==> src/sv/cst_pkg.sv <==
`timescale 1ns / 1ps
// ----------------------------------------------------------------------------
// cst_pkg - shared types and constants of the sound trigger unit
// Item formats, command codes, status codes and register indexes used by the
// classifier, the queue, the executor and the top level.
// ----------------------------------------------------------------------------
package cst_pkg;

  // field widths
  localparam int ID_W     = 29;
  localparam int LEN_W    = 4;
  localparam int BYTE_W   = 8;
  localparam int HOLD_W   = 16;
  localparam int STATUS_W = 2;
  localparam int LINES    = 5;
  localparam int SHOTS    = 3;

  // default width of the elapsed counters
  localparam int ELAPSED_BITS_DEFAULT = 16;

  // depth of the queue between classifier and executor
  localparam int QUEUE_DEPTH = 2;

  // configuration port
  localparam int CFG_INDEX_W = 2;
  localparam int CFG_DATA_W  = ID_W;
  localparam logic [CFG_INDEX_W-1:0] REG_COMMAND_FRAME_ID = 2'd0;
  localparam logic [CFG_INDEX_W-1:0] REG_KNOCK_FRAME_ID   = 2'd1;
  localparam logic [CFG_INDEX_W-1:0] REG_HOLD_TICKS       = 2'd2;

  // register reset values
  localparam logic [ID_W-1:0]   COMMAND_FRAME_ID_RESET = 29'd256;
  localparam logic [ID_W-1:0]   KNOCK_FRAME_ID_RESET   = 29'd257;
  localparam logic [HOLD_W-1:0] HOLD_TICKS_RESET       = 16'd3000;

  // operation of an input item
  localparam logic OP_FRAME = 1'b0;
  localparam logic OP_TICK  = 1'b1;

  // emotion codes
  localparam logic [BYTE_W-1:0] CODE_NONE    = 8'd0;
  localparam logic [BYTE_W-1:0] CODE_JOY     = 8'd1;
  localparam logic [BYTE_W-1:0] CODE_RAIN    = 8'd2;
  localparam logic [BYTE_W-1:0] CODE_THUNDER = 8'd3;
  localparam logic [BYTE_W-1:0] CODE_SHUFFLE = 8'd4;
  localparam logic [BYTE_W-1:0] CODE_KNOCK   = 8'd5;

  // first byte that marks a valid knock event
  localparam logic [BYTE_W-1:0] KNOCK_EVENT = 8'd1;

  // one-shot lanes: 0 knock, 1 joy, 2 shuffle
  localparam logic [BYTE_W-1:0] SHOT_CODE [SHOTS] = '{CODE_KNOCK, CODE_JOY, CODE_SHUFFLE};

  // line level bits
  localparam int LV_THUNDER   = 0;
  localparam int LV_RAIN      = 1;
  localparam int LV_SHOT_BASE = 2;

  // item status codes
  localparam logic [STATUS_W-1:0] ST_IGNORED    = 2'd0;
  localparam logic [STATUS_W-1:0] ST_APPLIED    = 2'd1;
  localparam logic [STATUS_W-1:0] ST_SUPPRESSED = 2'd2;
  localparam logic [STATUS_W-1:0] ST_TICK       = 2'd3;

  typedef struct packed {
    logic              operation;
    logic [ID_W-1:0]   frame_id;
    logic [LEN_W-1:0]  frame_length;
    logic [BYTE_W-1:0] first_byte;
  } in_item_t;

  typedef struct packed {
    logic                thunder_line_n;
    logic                rain_line_n;
    logic                knock_line_n;
    logic                joy_line_n;
    logic                shuffle_line_n;
    logic [STATUS_W-1:0] item_status;
  } out_item_t;

  // classified item handed from front to back
  typedef enum logic [1:0] {
    CMD_IGNORE,
    CMD_APPLY,
    CMD_TICK
  } cmd_kind_t;

  typedef struct packed {
    cmd_kind_t         kind;
    logic [BYTE_W-1:0] code;
  } cmd_t;

  // handshake between queue and executor
  typedef struct packed {
    logic valid;
    cmd_t cmd;
  } queue_head_t;

endpackage

==> src/sv/can_command_sound_trigger_unit.sv <==
`timescale 1ns / 1ps
// ----------------------------------------------------------------------------
// can_command_sound_trigger_unit - CAN driven sound relay controller
// Classifies received frames and millisecond ticks and drives five
// active-low relay lines, one result item per input item.
// ----------------------------------------------------------------------------
// The unit takes one item per clock cycle while in_stall is low and returns
// one result item for each, carrying the five line levels after the item and
// a status code. An item goes through the classifier into a two-entry queue,
// then through the executor into the output register. The executor takes the
// queue head while the output register is free or being emptied, so an output
// stall holds the flow. The user must write registers only while no item is
// in flight; the block itself does not enforce this.
module can_command_sound_trigger_unit #(
  parameter int ELAPSED_BITS = cst_pkg::ELAPSED_BITS_DEFAULT
) (
  input  logic                             clk,
  input  logic                             rst,
  input  logic                             in_valid,
  output logic                             in_stall,
  input  cst_pkg::in_item_t                in_item,
  output logic                             out_valid,
  input  logic                             out_stall,
  output cst_pkg::out_item_t               out_item,
  input  logic                             cfg_we,
  input  logic [cst_pkg::CFG_INDEX_W-1:0]  cfg_index,
  input  logic [cst_pkg::CFG_DATA_W-1:0]   cfg_data
);
  import cst_pkg::*;

  logic [ID_W-1:0]   command_frame_id;
  logic [ID_W-1:0]   knock_frame_id;
  logic [HOLD_W-1:0] hold_ticks;

  cmd_t        front_cmd;
  logic        queue_full;
  logic        queue_pop;
  queue_head_t queue_head;

  // configuration registers
  always_ff @(posedge clk) begin
    if (rst) begin
      command_frame_id <= COMMAND_FRAME_ID_RESET;
      knock_frame_id   <= KNOCK_FRAME_ID_RESET;
      hold_ticks       <= HOLD_TICKS_RESET;
    end else if (cfg_we) begin
      unique case (cfg_index)
        REG_COMMAND_FRAME_ID: command_frame_id <= cfg_data[ID_W-1:0];
        REG_KNOCK_FRAME_ID:   knock_frame_id   <= cfg_data[ID_W-1:0];
        REG_HOLD_TICKS:       hold_ticks       <= cfg_data[HOLD_W-1:0];
        default: ;
      endcase
    end
  end

  assign in_stall = queue_full;

  // classifier
  cst_front u_front (
    .item             (in_item),
    .command_frame_id (command_frame_id),
    .knock_frame_id   (knock_frame_id),
    .cmd              (front_cmd)
  );

  // queue between classifier and executor
  cst_queue u_queue (
    .clk      (clk),
    .rst      (rst),
    .push     (in_valid),
    .push_cmd (front_cmd),
    .full     (queue_full),
    .pop      (queue_pop),
    .head     (queue_head)
  );

  // executor and output register
  cst_back #(
    .ELAPSED_BITS (ELAPSED_BITS)
  ) u_back (
    .clk        (clk),
    .rst        (rst),
    .head       (queue_head),
    .pop        (queue_pop),
    .hold_ticks (hold_ticks),
    .out_valid  (out_valid),
    .out_stall  (out_stall),
    .out_item   (out_item)
  );

endmodule

==> src/sv/cst_front.sv <==
`timescale 1ns / 1ps
// ----------------------------------------------------------------------------
// cst_front - frame classifier
// Matches the frame identifier against the two configured identifiers and
// turns each item into a tick, an ignored frame or a code to apply.
// ----------------------------------------------------------------------------
module cst_front (
  input  cst_pkg::in_item_t           item,
  input  logic [cst_pkg::ID_W-1:0]    command_frame_id,
  input  logic [cst_pkg::ID_W-1:0]    knock_frame_id,
  output cst_pkg::cmd_t               cmd
);
  import cst_pkg::*;

  // classification; command identifier wins when both are equal
  always_comb begin
    cmd.kind = CMD_IGNORE;
    cmd.code = CODE_NONE;
    priority if (item.operation == OP_TICK) begin
      cmd.kind = CMD_TICK;
    end else if (item.frame_length != '0) begin
      priority if (item.frame_id == command_frame_id) begin
        cmd.kind = CMD_APPLY;
        cmd.code = item.first_byte;
      end else if (item.frame_id == knock_frame_id && item.first_byte == KNOCK_EVENT) begin
        cmd.kind = CMD_APPLY;
        cmd.code = CODE_KNOCK;
      end else begin
        cmd.kind = CMD_IGNORE;
      end
    end else begin
      cmd.kind = CMD_IGNORE;
    end
  end

endmodule

==> src/sv/cst_queue.sv <==
`timescale 1ns / 1ps
// ----------------------------------------------------------------------------
// cst_queue - short command queue
// Small circular buffer that decouples the classifier from the executor.
// ----------------------------------------------------------------------------
module cst_queue (
  input  logic                clk,
  input  logic                rst,
  input  logic                push,
  input  cst_pkg::cmd_t       push_cmd,
  output logic                full,
  input  logic                pop,
  output cst_pkg::queue_head_t head
);
  import cst_pkg::*;

  localparam int PTR_W = (QUEUE_DEPTH > 1) ? $clog2(QUEUE_DEPTH) : 1;
  localparam int CNT_W = $clog2(QUEUE_DEPTH + 1);
  localparam logic [PTR_W-1:0] LAST = PTR_W'(QUEUE_DEPTH - 1);

  cmd_t             entries [QUEUE_DEPTH];
  logic [PTR_W-1:0] wr_ptr;
  logic [PTR_W-1:0] rd_ptr;
  logic [CNT_W-1:0] count;

  logic do_push;
  logic do_pop;

  assign full    = (count == CNT_W'(QUEUE_DEPTH));
  assign do_push = push && !full;
  assign do_pop  = pop && (count != '0);

  assign head.valid = (count != '0);
  assign head.cmd   = entries[rd_ptr];

  // pointers and fill level
  always_ff @(posedge clk) begin
    if (rst) begin
      wr_ptr <= '0;
      rd_ptr <= '0;
      count  <= '0;
    end else begin
      if (do_push) begin
        wr_ptr <= (wr_ptr == LAST) ? '0 : wr_ptr + PTR_W'(1);
      end
      if (do_pop) begin
        rd_ptr <= (rd_ptr == LAST) ? '0 : rd_ptr + PTR_W'(1);
      end
      unique case ({do_push, do_pop})
        2'b10:   count <= count + CNT_W'(1);
        2'b01:   count <= count - CNT_W'(1);
        default: count <= count;
      endcase
    end
  end

  // storage
  always_ff @(posedge clk) begin
    if (do_push) begin
      entries[wr_ptr] <= push_cmd;
    end
  end

endmodule

==> src/sv/cst_back.sv <==
`timescale 1ns / 1ps
// ----------------------------------------------------------------------------
// cst_back - command executor
// Holds the one-shot counters, busy flags and line levels, applies codes and
// ticks, and presents each result item in an output register.
// ----------------------------------------------------------------------------
module cst_back #(
  parameter int ELAPSED_BITS = cst_pkg::ELAPSED_BITS_DEFAULT
) (
  input  logic                         clk,
  input  logic                         rst,
  input  cst_pkg::queue_head_t         head,
  output logic                         pop,
  input  logic [cst_pkg::HOLD_W-1:0]   hold_ticks,
  output logic                         out_valid,
  input  logic                         out_stall,
  output cst_pkg::out_item_t           out_item
);
  import cst_pkg::*;

  localparam int CMP_W = (ELAPSED_BITS > HOLD_W) ? ELAPSED_BITS : HOLD_W;
  localparam logic [ELAPSED_BITS-1:0] ELAPSED_MAX = '1;

  logic [ELAPSED_BITS-1:0] elapsed      [SHOTS];
  logic [ELAPSED_BITS-1:0] elapsed_next [SHOTS];
  logic [SHOTS-1:0]        busy_flags;
  logic [SHOTS-1:0]        busy_flags_next;
  logic [LINES-1:0]        line_levels;
  logic [LINES-1:0]        line_levels_next;
  logic [STATUS_W-1:0]     status;

  logic [SHOTS-1:0]        match;
  logic [SHOTS-1:0]        running;
  logic [SHOTS-1:0]        expired_tick;
  logic [SHOTS-1:0]        busy_cleared;
  logic [ELAPSED_BITS-1:0] elapsed_inc [SHOTS];
  logic [CMP_W-1:0]        hold_ext;
  logic                    suppress;
  logic [BYTE_W-1:0]       code;

  // take the next item when the output register is free or being emptied
  assign pop  = head.valid && (!out_valid || !out_stall);
  assign code = head.cmd.code;
  assign hold_ext = CMP_W'(hold_ticks);

  // per-lane comparisons
  always_comb begin
    for (int i = 0; i < SHOTS; i++) begin
      match[i]        = (code == SHOT_CODE[i]);
      running[i]      = busy_flags[i] && (CMP_W'(elapsed[i]) < hold_ext);
      elapsed_inc[i]  = (elapsed[i] == ELAPSED_MAX) ? elapsed[i]
                                                    : elapsed[i] + ELAPSED_BITS'(1);
      expired_tick[i] = busy_flags[i] && (CMP_W'(elapsed_inc[i]) >= hold_ext);
    end
    suppress     = |(match & running);
    busy_cleared = busy_flags & ~match;
  end

  // state update for one item
  always_comb begin
    busy_flags_next  = busy_flags;
    line_levels_next = line_levels;
    for (int i = 0; i < SHOTS; i++) begin
      elapsed_next[i] = elapsed[i];
    end
    status = ST_IGNORED;
    unique case (head.cmd.kind)
      CMD_TICK: begin
        status = ST_TICK;
        for (int i = 0; i < SHOTS; i++) begin
          elapsed_next[i] = elapsed_inc[i];
          if (expired_tick[i]) begin
            line_levels_next[LV_SHOT_BASE + i] = 1'b1;
            busy_flags_next[i] = 1'b0;
          end
        end
      end
      CMD_APPLY: begin
        if (suppress) begin
          status = ST_SUPPRESSED;
        end else begin
          status = ST_APPLIED;
          busy_flags_next = busy_cleared;
          // release idle lines and, for other non-zero codes, busy ones too
          for (int i = 0; i < SHOTS; i++) begin
            if (!busy_cleared[i] || (!match[i] && code != CODE_NONE)) begin
              line_levels_next[LV_SHOT_BASE + i] = 1'b1;
            end
          end
          // latched lines
          if (code != CODE_THUNDER && code != CODE_RAIN) begin
            line_levels_next[LV_THUNDER] = 1'b1;
            line_levels_next[LV_RAIN]    = 1'b1;
          end
          if (code == CODE_RAIN) begin
            line_levels_next[LV_RAIN] = 1'b0;
          end else if (code == CODE_THUNDER) begin
            line_levels_next[LV_THUNDER] = 1'b0;
          end
          // start the matching one-shot
          for (int i = 0; i < SHOTS; i++) begin
            if (match[i] && !busy_cleared[i]) begin
              line_levels_next[LV_SHOT_BASE + i] = 1'b0;
              elapsed_next[i] = '0;
              busy_flags_next[i] = 1'b1;
            end
          end
        end
      end
      default: begin
        status = ST_IGNORED;
      end
    endcase
  end

  // state registers
  always_ff @(posedge clk) begin
    if (rst) begin
      busy_flags  <= '0;
      line_levels <= '1;
      for (int i = 0; i < SHOTS; i++) begin
        elapsed[i] <= '0;
      end
    end else if (pop) begin
      busy_flags  <= busy_flags_next;
      line_levels <= line_levels_next;
      for (int i = 0; i < SHOTS; i++) begin
        elapsed[i] <= elapsed_next[i];
      end
    end
  end

  // output register
  always_ff @(posedge clk) begin
    if (rst) begin
      out_valid <= 1'b0;
    end else if (pop) begin
      out_valid <= 1'b1;
    end else if (!out_stall) begin
      out_valid <= 1'b0;
    end
  end

  always_ff @(posedge clk) begin
    if (pop) begin
      out_item.thunder_line_n <= line_levels_next[LV_THUNDER];
      out_item.rain_line_n    <= line_levels_next[LV_RAIN];
      out_item.knock_line_n   <= line_levels_next[LV_SHOT_BASE];
      out_item.joy_line_n     <= line_levels_next[LV_SHOT_BASE + 1];
      out_item.shuffle_line_n <= line_levels_next[LV_SHOT_BASE + 2];
      out_item.item_status    <= status;
    end
  end

endmodule

==> config.mk <==
export PLATFORM = sky130hd
export DESIGN_NAME = can_command_sound_trigger_unit
export DESIGN_NICKNAME = d
export VERILOG_FILES = /design/src/sv/cst_pkg.sv /design/src/sv/can_command_sound_trigger_unit.sv /design/src/sv/cst_front.sv /design/src/sv/cst_queue.sv /design/src/sv/cst_back.sv
export SDC_FILE = /design/constraint.sdc
export NUM_CORES = 1
export LEC_CHECK = 0
export ABC_AREA = 1
export BUFFER_PORTS_ARGS = -buffer_cell sky130_fd_sc_hd__buf_2
export CORE_AREA = 3 3 102 201
export CTS_CLUSTER_DIAMETER = 60
export CTS_CLUSTER_SIZE = 28
export DETAILED_ROUTE_END_ITERATION = 12
export DIE_AREA = 0 0 105 204
export PLACE_DENSITY = 0.76
export SYNTH_ARGS = -nofsm -noshare
export SYNTH_HDL_FRONTEND = slang
export SYNTH_SLANG_ARGS = --single-unit
==> constraint.sdc <==
create_clock -name clk -period 2.9 [get_ports clk]
set_input_delay 0.87 -clock clk [delete_from_list [all_inputs] [get_ports clk]]
set_output_delay 0.87 -clock clk [all_outputs]
set_load 0.005 [all_outputs]
==> flow_summary_export.csv, run 1 <==
group,metric,value,unit
sta,tightest_slew,906.1,ps
status,outcome,"finished, violations left",
pwr,p_seq_frac,0.286,
cells_and_area,final_nets,1791,
logic_synthesis,synth_area_per_cell,7.904,um^2
pwr,p_leak,6.572,nW
floorplanning,core_area,19010,um^2
logic_synthesis,synth-async-reset-ratio,0,
pwr,p_switching,4.779,mW
global_route,track_usage,0.3029,
drt,first_iter_violations,610,
critical_path,crit_path_end_kind,"flop",
clock_tree,clk_latency,430,ps
sta,setup_ws,-521.5,ps
sta,drv_slew,0,
global_route,grt.met2_usage,0.5758,
logic_synthesis,synth_cell_types,49,
run,max_cap_violations,0,
critical_path,path_class,"reg2reg",
floorplanning,die_w,105,um
clock_tree,cts_max_level,4,
clock_tree,cts_root_buffer,"clkbuf_16",
logic_synthesis,synth-seq-area-share,0.3859,
clock_tree,cts_tree,"built",
floorplanning,fp-row-count,71,
drt,drt_drc_violations_left,0,
clock_tree,cts_buffers,17,
logic_synthesis,yosys_register_bits,163,
drt,drt_wl_total,34.04,mm
cells_and_area,diodes,0,
logic_synthesis,syn_area,10400,um^2
clock_tree,clock-sinks,163,
critical_path,crit_arrival,3610,ps
min_path,min-delay-path-class,"reg2reg",
floorplanning,io_pins,87,
pwr,ir_drop,0.7968,mV
critical_path,crit_fanout,4,
place,portBuffers,86,
clock_tree,clk_pin_slew,60,ps
logic_synthesis,synth-edff-count,75,
cells_and_area,instances_no_fill,1882,
place,placed_cells,1820,
drt,routed-via-count,10760,
logic_synthesis,syn-num-nets,1493,
pwr,internal_power,7.357,mW
logic_synthesis,synth_cells,1316,
critical_path,required,3090,ps
global_route,met1_usage,0.2732,
floorplanning,die_y,204,um
sta,grt_setup_unrepaired,"yes",
drt,vias_per_cell,5.718,
sta,finalHoldViolations,0,
global_route,globalRoute.busiestLayer,"met2",
floorplanning,initial_core_util,0.5471,
global_route,grt_max_degree,80,
critical_path,r2r_cells,19,
logic_synthesis,ys.flop_type,"dfxtp_1",
sta,period_minus_slack,3422,ps
sta,max_freq,292.3,MHz
pwr,pwr-share-comb,0.493,
critical_path,critPathLaunchType,"flop",
global_route,antenna_found_initial,0,
drt,antenna_left,0,
sta,fin_crit_sh,1.180,
sta,fin_tns_setup,-2793,ps
clock_tree,cts_hold_buf,0,
pwr,p_sw_frac,0.3938,
floorplanning,die_area,21420,um^2
place,dp_hpwl,23.99,mm
logic_synthesis,synth_warnings,0,
status,failed_checks,"negative setup slack",
drt,first_pass_iters,10,
drt,wl_per_cell,18.08,um
sta,relSlewSlack,0.3953,
global_route,grt_pass1_vias,11030,
place,place_congestion,0.9587,
pwr,pwr-share-clk,0.220,
pwr,p_per_area,872.4,nW/um^2
sta,skew,11.19,ps
clock_tree,cts_max_path_buffers,2,
global_route,grt_pass1_wl,51.55,mm
min_path,whs_path_depth,2,
cells_and_area,final_layout_size_suffix_gt1_frac,0.2963,
sta,finalSetupViolCount,9,
cells_and_area,area_delta_synth_final,33.74,%
global_route,met3_usage,0.04268,
global_route,globalRoute.totalOverflow,0,
-- final timing paths --
path | endpoint | slack [ps] | startpoint
setup reg to reg | u_back.out_item[2] | -520 | u_back.elapsed[0][32]
hold / removal | knock_frame_id[19] | 480 | knock_frame_id[19]
setup / recovery | u_back.out_item[2] | -520 | u_back.elapsed[0][32]
hold reg to reg | knock_frame_id[19] | 480 | knock_frame_id[19]
-- timing repair --
action | 4_1_cts | 5_1_grt
cloned | 0 | 1
resized for setup | 40 | 56
buffers inserted | 15 | 15
pin swaps | 34 | 37
setup endpoints to repair | 25 | 57
-- final cells by class --
cell class              count  area (um^2)
flip-flops and latches    163         4014
fillers                  1354         5100
inverters                 145        554.3
multi-input cells         976         6135
clock inverters            13        255.2
repair buffers            311         2201
well taps                 255        319.1
clock buffers              19        432.9
-- cell usage after synthesis, types with 2 or more instances --
library cell	count	area (um^2)
o21ai_2	2	17.52
xor2_1	41	359.1
nand3_2	3	30.03
buf_2	3	15.01
dfxtp_1	88	1762
o22ai_1	5	31.28
inv_2	17	63.81
inv_1	127	476.7
and2_1	6	37.54
a22o_1	4	35.03
a21o_1	4	30.03
edfxtp_1	75	2252
o21ai_1	7	35.03
nand4_2	3	37.54
nand2_2	4	25.02
a211oi_1	6	45.04
a31oi_1	8	50.05
nor2_4	3	33.78
nand3b_1	3	22.52
clkbuf_1	27	101.4
nor3b_1	2	15.01
nor2_2	8	50.05
nor3_4	2	32.53
nor3_1	37	185.2
nor2_1	198	743.2
a21oi_1	94	470.5
o211ai_1	7	52.55
or2_2	6	37.54
nor3_2	8	80.08
or2_1	2	12.51
or4_1	2	15.01
o21ai_0	91	455.4
nand3_1	47	235.2
a21oi_2	3	26.28
nor4_1	14	87.58
ha_1	99	1239
xnor2_1	25	219.0
nand2_1	212	795.8
nand4_1	13	81.33
-- power groups by stage --
stage	registers [mW]	clock network (mW)	logic (mW)
after floorplan	3.55	0	2.88
after global placement	3.46	0	4.98
after detailed placement	3.49	0	5.19
after CTS	3.44	2.67	5.45
after global routing	3.52	2.76	6.56
final	3.48	2.67	5.99
-- flip-flops by register name, indices dropped and copies added, names as in the netlist, 3 cells and up, named ones only --
name	count
hold_ticks	16
u_queue.entries	20
knock_frame_id	29
command_frame_id	29
u_back.elapsed	48
u_back.busy_flags	3
u_back.line_levels	5
u_back.out_item	7
-- cells in the final DEF, fill, tap and decap left out, types with 7 or more instances in the layout --
cell / n
buf_4: 215
nand2_1: 199
nor2_1: 184
inv_1: 120
ha_1: 93
dfxtp_1: 88
buf_2: 86
o21ai_0: 85
a21oi_1: 82
edfxtp_1: 75
xor2_1: 39
nand3_1: 36
nor3_1: 29
xnor2_1: 24
inv_2: 21
clkbuf_16: 17
nand2_2: 16
nor2_2: 13
nand3_2: 13
a21oi_2: 13
nand4_1: 13
nor4_1: 12
nor2_4: 12
nor3_2: 11
o21ai_1: 11
a31oi_1: 8
nor3_4: 7
o211ai_1: 7
bufinv_16: 7
-- metrics by stage --
stage                 util  instance area, um^2  power, mW  worst slack (ps)  hold slack [ps]
detailed placement  0.6619                12580      8.673            -439.5            466.1
CTS                 0.7119                13530      11.57            -322.0            481.1
global placement    0.6619                12580      8.440            -285.5            454.1
global route        0.7317                13910      12.84            -634.3            506.9
floorplan                -                10450      6.427            -146.5            443.2
finish              0.7317                13910      12.14            -521.5            477.2
-- worst max-delay path, stage by stage, from the launching register on --
cell      delay [ps]
edfxtp_1         390
buf_6            120
inv_4             30
nor3_4           160
inv_2             70
nor3_4           250
nand3_4          140
nor3_4           260
a31oi_1          130
a31oi_1          260
ha_1             300
a21oi_1          210
o21ai_1          120
a21oi_2          150
nand3_2          110
nand2_2           80
nand2_1           50
nand2_1           60
nand4_1           90
and2_1           170
-- kinds of logic after synthesis --
family          count (synthesis)  share of synthesized area
compound gates                234                     0.1228
xor+xnor                       66                    0.05558
fa+ha+maj                      99                     0.1191
buf+inv                       177                    0.06496
flops                         163                     0.3859
simple gates                  577                     0.2517
-- routing by layer --
layer / share of wire / up-vias
met4: 0.099 / 0
li1: - / 5032
met5: 0 / -
met1: 0.32 / 5001
met2: 0.53 / 501
met3: 0.049 / 228
No activity file was read; power rests on OpenSTA's default activity.
==> inputs of run 2 (changes only) <==
--- a/config.mk
+++ b/config.mk
@@ -7,12 +7,13 @@
 export LEC_CHECK = 0
 export ABC_AREA = 1
 export BUFFER_PORTS_ARGS = -buffer_cell sky130_fd_sc_hd__buf_2
-export CORE_AREA = 3 3 102 201
+export CORE_AREA = 3 3 119 235
 export CTS_CLUSTER_DIAMETER = 60
 export CTS_CLUSTER_SIZE = 28
 export DETAILED_ROUTE_END_ITERATION = 12
-export DIE_AREA = 0 0 105 204
-export PLACE_DENSITY = 0.76
+export DIE_AREA = 0 0 122 238
+export SETUP_SLACK_MARGIN = 0.4
+export SLEW_MARGIN = 5
 export SYNTH_ARGS = -nofsm -noshare
 export SYNTH_HDL_FRONTEND = slang
 export SYNTH_SLANG_ARGS = --single-unit
==> flow_summary_export.csv, run 2 (same netlist as run 1, synthesis figures left out) <==
group,metric,value,unit
cells_and_area,final_layout_size_suffix_gt1_frac,0.2925,
critical_path,required,3100,ps
min_path,min-delay-path-class,"reg2reg",
drt,first_pass_iters,8,
cells_and_area,final_common_cell,"buf_4",
critical_path,slowest_stage,"edfxtp_1",
min_path,hold_start,"u_queue.rd_ptr",
cells_and_area,utilization,0.5265,
min_path,hold_end,"u_queue.rd_ptr",
critical_path,r2r_cells,23,
pwr,p_leak,6.497,nW
floorplanning,io_pins,87,
global_route,grt_max_degree,80,
sta,relSlewSlack,0.3037,
drt,antenna_left,0,
drt,routed-via-count,10040,
sta,fin_crit_sh,1.137,
clock_tree,cts_tree,"built",
sta,skew,9.093,ps
place,placed_area,12730,um^2
cells_and_area,fin_area,13890,um^2
critical_path,crit_fanout,4,
place,portBuffers,86,
cells_and_area,largest_register,"u_back.elapsed",
drt,first_iter_violations,423,
min_path,whs_path_depth,1,
cells_and_area,diodes,0,
run,max_cap_violations,0,
place,dp_hpwl,25.12,mm
cells_and_area,largest_register_ffs,48,
clock_tree,cts_root_buffer,"clkbuf_16",
cells_and_area,fillers,2473,
floorplanning,die_y,238,um
clock_tree,clk_pin_slew,70,ps
global_route,grt_pass1_wl,50.94,mm
clock_tree,cts_max_level,4,
drt,wl_per_cell,16.44,um
sta,drv_slew,0,
floorplanning,die_area,29040,um^2
cells_and_area,final_nets,1788,
clock_tree,clk_latency,440,ps
place,place_ws,-502.8,ps
cells_and_area,most-common-layout-cells,"buf_4 (215), nand2_1 (198), nor2_1 (186)",
sta,period_minus_slack,3298,ps
cells_and_area,multi_input_area,6138,um^2
critical_path,cpPeakStageDelay,380,ps
clock_tree,cts_max_path_buffers,2,
floorplanning,die_w,122,um
critical_path,cp_cell_sequence,"ha_2, nand3_2, nand3b_4, nor2_4, inv_2, nor2_4, inv_2, nor2_4, nand2_2, nor3_4, nor3_2, nor2_1, ha_1, a21oi_2, o21ai_1, a21o_1, nand2_1, nand3_2, nand2_2, nand2_1, nand2_1, nand4_1, and2_1",
floorplanning,fp-row-count,84,
pwr,ir_drop,0.6056,mV
sta,finalHoldViolations,0,
clock_tree,cts_hold_buf,0,
critical_path,path_class,"reg2reg",
critical_path,crit_path_end_kind,"flop",
global_route,track_usage,0.2262,
sta,grt_setup_unrepaired,"yes",
drt,drt_drc_violations_left,0,
global_route,globalRoute.totalOverflow,0,
cells_and_area,reg_top3,"u_back.elapsed x48, command_frame_id x29, knock_frame_id x29",
sta,setup_ws,-397.9,ps
critical_path,cp_num_buf_inv,2,
sta,max_freq,303.2,MHz
sta,finalSetupViolCount,9,
cells_and_area,register_area,4015,um^2
critical_path,critPathLaunchType,"flop",
clock_tree,clock-sinks,163,
critical_path,timing.rr.start,"u_back.elapsed[0][17]",
drt,vias_per_cell,5.104,
sta,tightest_slew,1043,ps
clock_tree,cts_buffers,17,
critical_path,crit_arrival,3490,ps
status,outcome,"finished, violations left",
critical_path,crit_family,"simple AND/OR/NAND/NOR gates",
critical_path,crit_path_start,"u_back.elapsed[0][17]",
floorplanning,initial_core_util,0.3943,
critical_path,ff2ff_setup_slack,-400,ps
status,failed_checks,"negative setup slack",
pwr,p_per_area,839.4,nW/um^2
drt,drt_wl_total,32.35,mm
critical_path,reg2reg_to,"u_back.out_item[3]",
floorplanning,core_area,26380,um^2
global_route,grt_pass1_vias,10280,
place,place_congestion,0.9309,
cells_and_area,area_delta_synth_final,33.53,%
global_route,antenna_found_initial,0,
[run 2: how the worst max path moves through the flow]
stage	end	cells after the start
floorplan	u_back.out_item[3]	23
global placement	u_back.out_item[3]	23
detailed placement	u_back.out_item[3]	23
CTS	u_back.out_item[3]	23
global route	u_back.out_item[3]	23
finish	u_back.out_item[3]	23
[run 2: worst reg2reg max path, stage by stage (launching register included)]
cell,delay (ps)
edfxtp_1,380
ha_2,210
nand3_2,80
nand3b_4,180
nor2_4,130
inv_2,50
nor2_4,90
inv_2,50
nor2_4,80
nand2_2,70
nor3_4,230
nor3_2,100
nor2_1,130
ha_1,260
a21oi_2,120
o21ai_1,80
a21o_1,160
nand2_1,70
nand3_2,120
nand2_2,110
nand2_1,50
nand2_1,50
nand4_1,90
and2_1,150
[run 2: power by group]
part	internal, mW	switching, mW	leakage (nW)
combinational	2.59	3.30	4.72
clock	1.26	1.06	0.292
sequential	3.12	0.328	1.48
total	6.97	4.69	6.50
[run 2: metrics by stage]
stage	hold WS [ps]	power, mW	setup TNS (ps)	cells
after floorplan	443.2	6.471	-146.4	1316
final	484.8	11.66	-1471	1968
after global routing	507.8	12.51	-6805	1968
after CTS	484.1	11.52	-1607	1961
after global placement	455.5	8.826	-4612	1904
after detailed placement	467.3	8.945	-5198	1904
[run 2: metal layers]
metal  vias up  GRT usage  wire length (um)
met1      4703     0.2141             11040
met5         -          0                 0
met4         0     0.1340              2060
met2       228     0.4433             18350
met3       102    0.03392               903
li1       5011          -                 -
[run 2: what timing repair did]
| item | in CTS | in global routing |
|---|---|---|
| gates resized for setup | 42 | 27 |
| gates cloned | 0 | 0 |
| buffers inserted | 25 | 7 |
| pin swaps | 36 | 21 |
| setup endpoints to repair | 62 | 64 |
[run 2: area by class of cell]
cell class,count,share of cell area
flip-flops and latches,163,0.2891
clock inverters,11,0.007207
well taps,344,0.03099
repair buffers,308,0.1560
inverters,145,0.03919
multi-input cells,976,0.4420
clock buffers,21,0.03550
==> inputs of run 3 (changes only) <==
--- a/config.mk
+++ b/config.mk
@@ -12,6 +12,7 @@
 export CTS_CLUSTER_SIZE = 28
 export DETAILED_ROUTE_END_ITERATION = 12
 export DIE_AREA = 0 0 122 238
+export REMOVE_ABC_BUFFERS = 1
 export SETUP_SLACK_MARGIN = 0.4
 export SLEW_MARGIN = 5
 export SYNTH_ARGS = -nofsm -noshare
==> flow_summary_export.csv, run 3 (same netlist as run 1, synthesis figures left out) <==
group,metric,value,unit
floorplanning,core_area,26380,um^2
drt,drt_wl_total,31.70,mm
floorplanning,io_pins,87,
clock_tree,clock-sinks,163,
global_route,track_usage,0.2215,
sta,finalSetupViolCount,9,
critical_path,crit_fanout,3,
floorplanning,fp-row-count,84,
drt,first_iter_violations,449,
drt,antenna_left,0,
place,placed_area,12580,um^2
run,max_cap_violations,0,
clock_tree,cts_tree,"built",
global_route,globalRoute.totalOverflow,0,
drt,wl_met3,939,um
cells_and_area,fillers,2445,
min_path,min-delay-path-class,"reg2reg",
sta,relSlewSlack,0.2950,
place,placed_cells,1897,
clock_tree,cts_max_path_buffers,2,
critical_path,crit_arrival,3470,ps
clock_tree,clk_pin_slew,70,ps
cells_and_area,final_common_cell,"buf_4",
cells_and_area,final_layout_size_suffix_gt1_frac,0.3014,
pwr,ir_drop,0.5393,mV
status,outcome,"finished, violations left",
critical_path,crit_top_cell,"nor2_4",
global_route,grt_pass1_vias,10060,
critical_path,cpPeakStageDelay,360,ps
cells_and_area,diodes,0,
cells_and_area,area_delta_synth_final,34.14,%
drt,met1_length,11.20,mm
drt,routed-via-count,9948,
global_route,grt_pass1_wl,50.03,mm
global_route,grt_max_degree,80,
cells_and_area,utilization,0.5289,
place,dp_hpwl,24.01,mm
critical_path,cp_cell_sequence,"ha_2, nand3_2, nand3b_4, nor2_4, inv_2, nor2_4, inv_2, nor2_4, nand2_2, buf_4, nor2_4, a21oi_1, ha_1, nand2_1, inv_1, nand3_1, inv_1, a21oi_1, nand3_2, nand2_2, nand2_1, nand2_1, nand4_1, and2_1",
clock_tree,cts_root_buffer,"clkbuf_16",
cells_and_area,reg_top3,"u_back.elapsed x48, command_frame_id x29, knock_frame_id x29",
place,place_congestion,0.9255,
pwr,p_per_area,842.3,nW/um^2
drt,vias_per_cell,5.076,
cells_and_area,largest_register_ffs,48,
critical_path,path_class,"reg2reg",
sta,grt_setup_unrepaired,"yes",
cells_and_area,instances_no_fill,1960,
pwr,p_leak,6.501,nW
drt,drt_drc_violations_left,0,
sta,tightest_slew,1056,ps
cells_and_area,final_nets,1780,
clock_tree,cts_max_level,4,
clock_tree,cts_hold_buf,0,
drt,first_pass_iters,8,
global_route,antenna_found_initial,0,
sta,finalHoldViolations,0,
floorplanning,initial_core_util,0.3943,
sta,setup_ws,-370.3,ps
status,failed_checks,"negative setup slack",
drt,wl_per_cell,16.17,um
cells_and_area,fin_area,13950,um^2
critical_path,critPathLaunchType,"flop",
sta,max_freq,305.8,MHz
sta,skew,9.574,ps
clock_tree,cts_buffers,17,
drt,top_layer_used,"met4",
clock_tree,clk_latency,450,ps
critical_path,slowest_stage,"edfxtp_1",
floorplanning,die_area,29040,um^2
cells_and_area,most-common-layout-cells,"buf_4 (200), nand2_1 (193), nor2_1 (186)",
sta,fin_crit_sh,1.128,
sta,drv_slew,0,
sta,period_minus_slack,3270,ps
place,portBuffers,86,
critical_path,required,3100,ps
drt,wl_met2,17.75,mm
floorplanning,die_w,122,um
cells_and_area,largest_register,"u_back.elapsed",
sta,fin_tns_setup,-1486,ps
critical_path,crit_path_end_kind,"flop",
floorplanning,die_y,238,um
[run 3: changes by cell type in the layout (fill, tap and decap cells not counted), moves of 3 or more]
cell	delta
buf_4	-15
inv_1	-6
nand2_2	+6
nand2_1	-5
nor3_1	-5
buf_6	+3
inv_4	+3
nor3_2	+3
[run 3: layer usage]
layer,GRT usage,vias up
met3,0.03250,90
met2,0.4266,210
met4,0.1278,0
met1,0.2181,4650
met5,0,-
li1,-,4998
[run 3: worst max-delay path: cells and delay by family, from the launching register on]
| family | cells | cell delay [ps] |
|---|---|---|
| AOI/OAI and AO/OA | 2 | 300 |
| and+or+nand+nor | 15 | 1510 |
| adders and majority gates | 2 | 490 |
| buffers and inverters | 5 | 360 |
| DFF | 1 | 360 |
[run 3: report_power, final]
part / total [mW] / leakage, nW / internal [mW] / switching, mW
clock: 2.31 / 0.294 / 1.23 / 1.08
sequential: 3.44 / 1.48 / 3.12 / 0.323
combinational: 6.00 / 4.72 / 2.66 / 3.34
total: 11.8 / 6.50 / 7.01 / 4.75
[run 3: worst paths after layout]
kind | cells past startpoint | from | slack (ps) | endpoint
max | 24 | u_back.elapsed[0][17] | -370 | u_back.out_item[3]
min | 1 | u_queue.rd_ptr | 480 | flop
max reg2reg | 24 | u_back.elapsed[0][17] | -370 | u_back.out_item[3]
min reg2reg | 1 | u_queue.rd_ptr | 480 | flop
[run 3: area by class of cell]
class / instances / area (um^2) / area share
Tap cell: 344 / 430.4 / 0.03085
Sequential cell: 163 / 4015 / 0.2878
Multi-Input combinational cell: 976 / 6182 / 0.4431
Timing Repair Buffer: 300 / 2181 / 0.1563
Clock inverter: 15 / 161.4 / 0.01157
Inverter: 145 / 556.8 / 0.03991
Clock buffer: 17 / 425.4 / 0.03049
[run 3: per-stage QoR]
stage                     power (mW)  worst slack (ps)  hold slack [ps]
final                          11.75            -370.3            479.2
after global routing           12.58            -537.2            498.6
after CTS                      11.35            -393.7            483.9
after detailed placement       8.721            -539.6            470.8
after global placement         8.592            -494.7            452.8
after floorplan                6.365            -369.5            443.2
[run 3: timing repair]
action | CTS | global route
endpoints found under the setup margin | 57 | 83
setup buffers | 15 | 14
pin swaps | 44 | 42
cloned | 1 | 1
gates resized for setup | 56 | 67
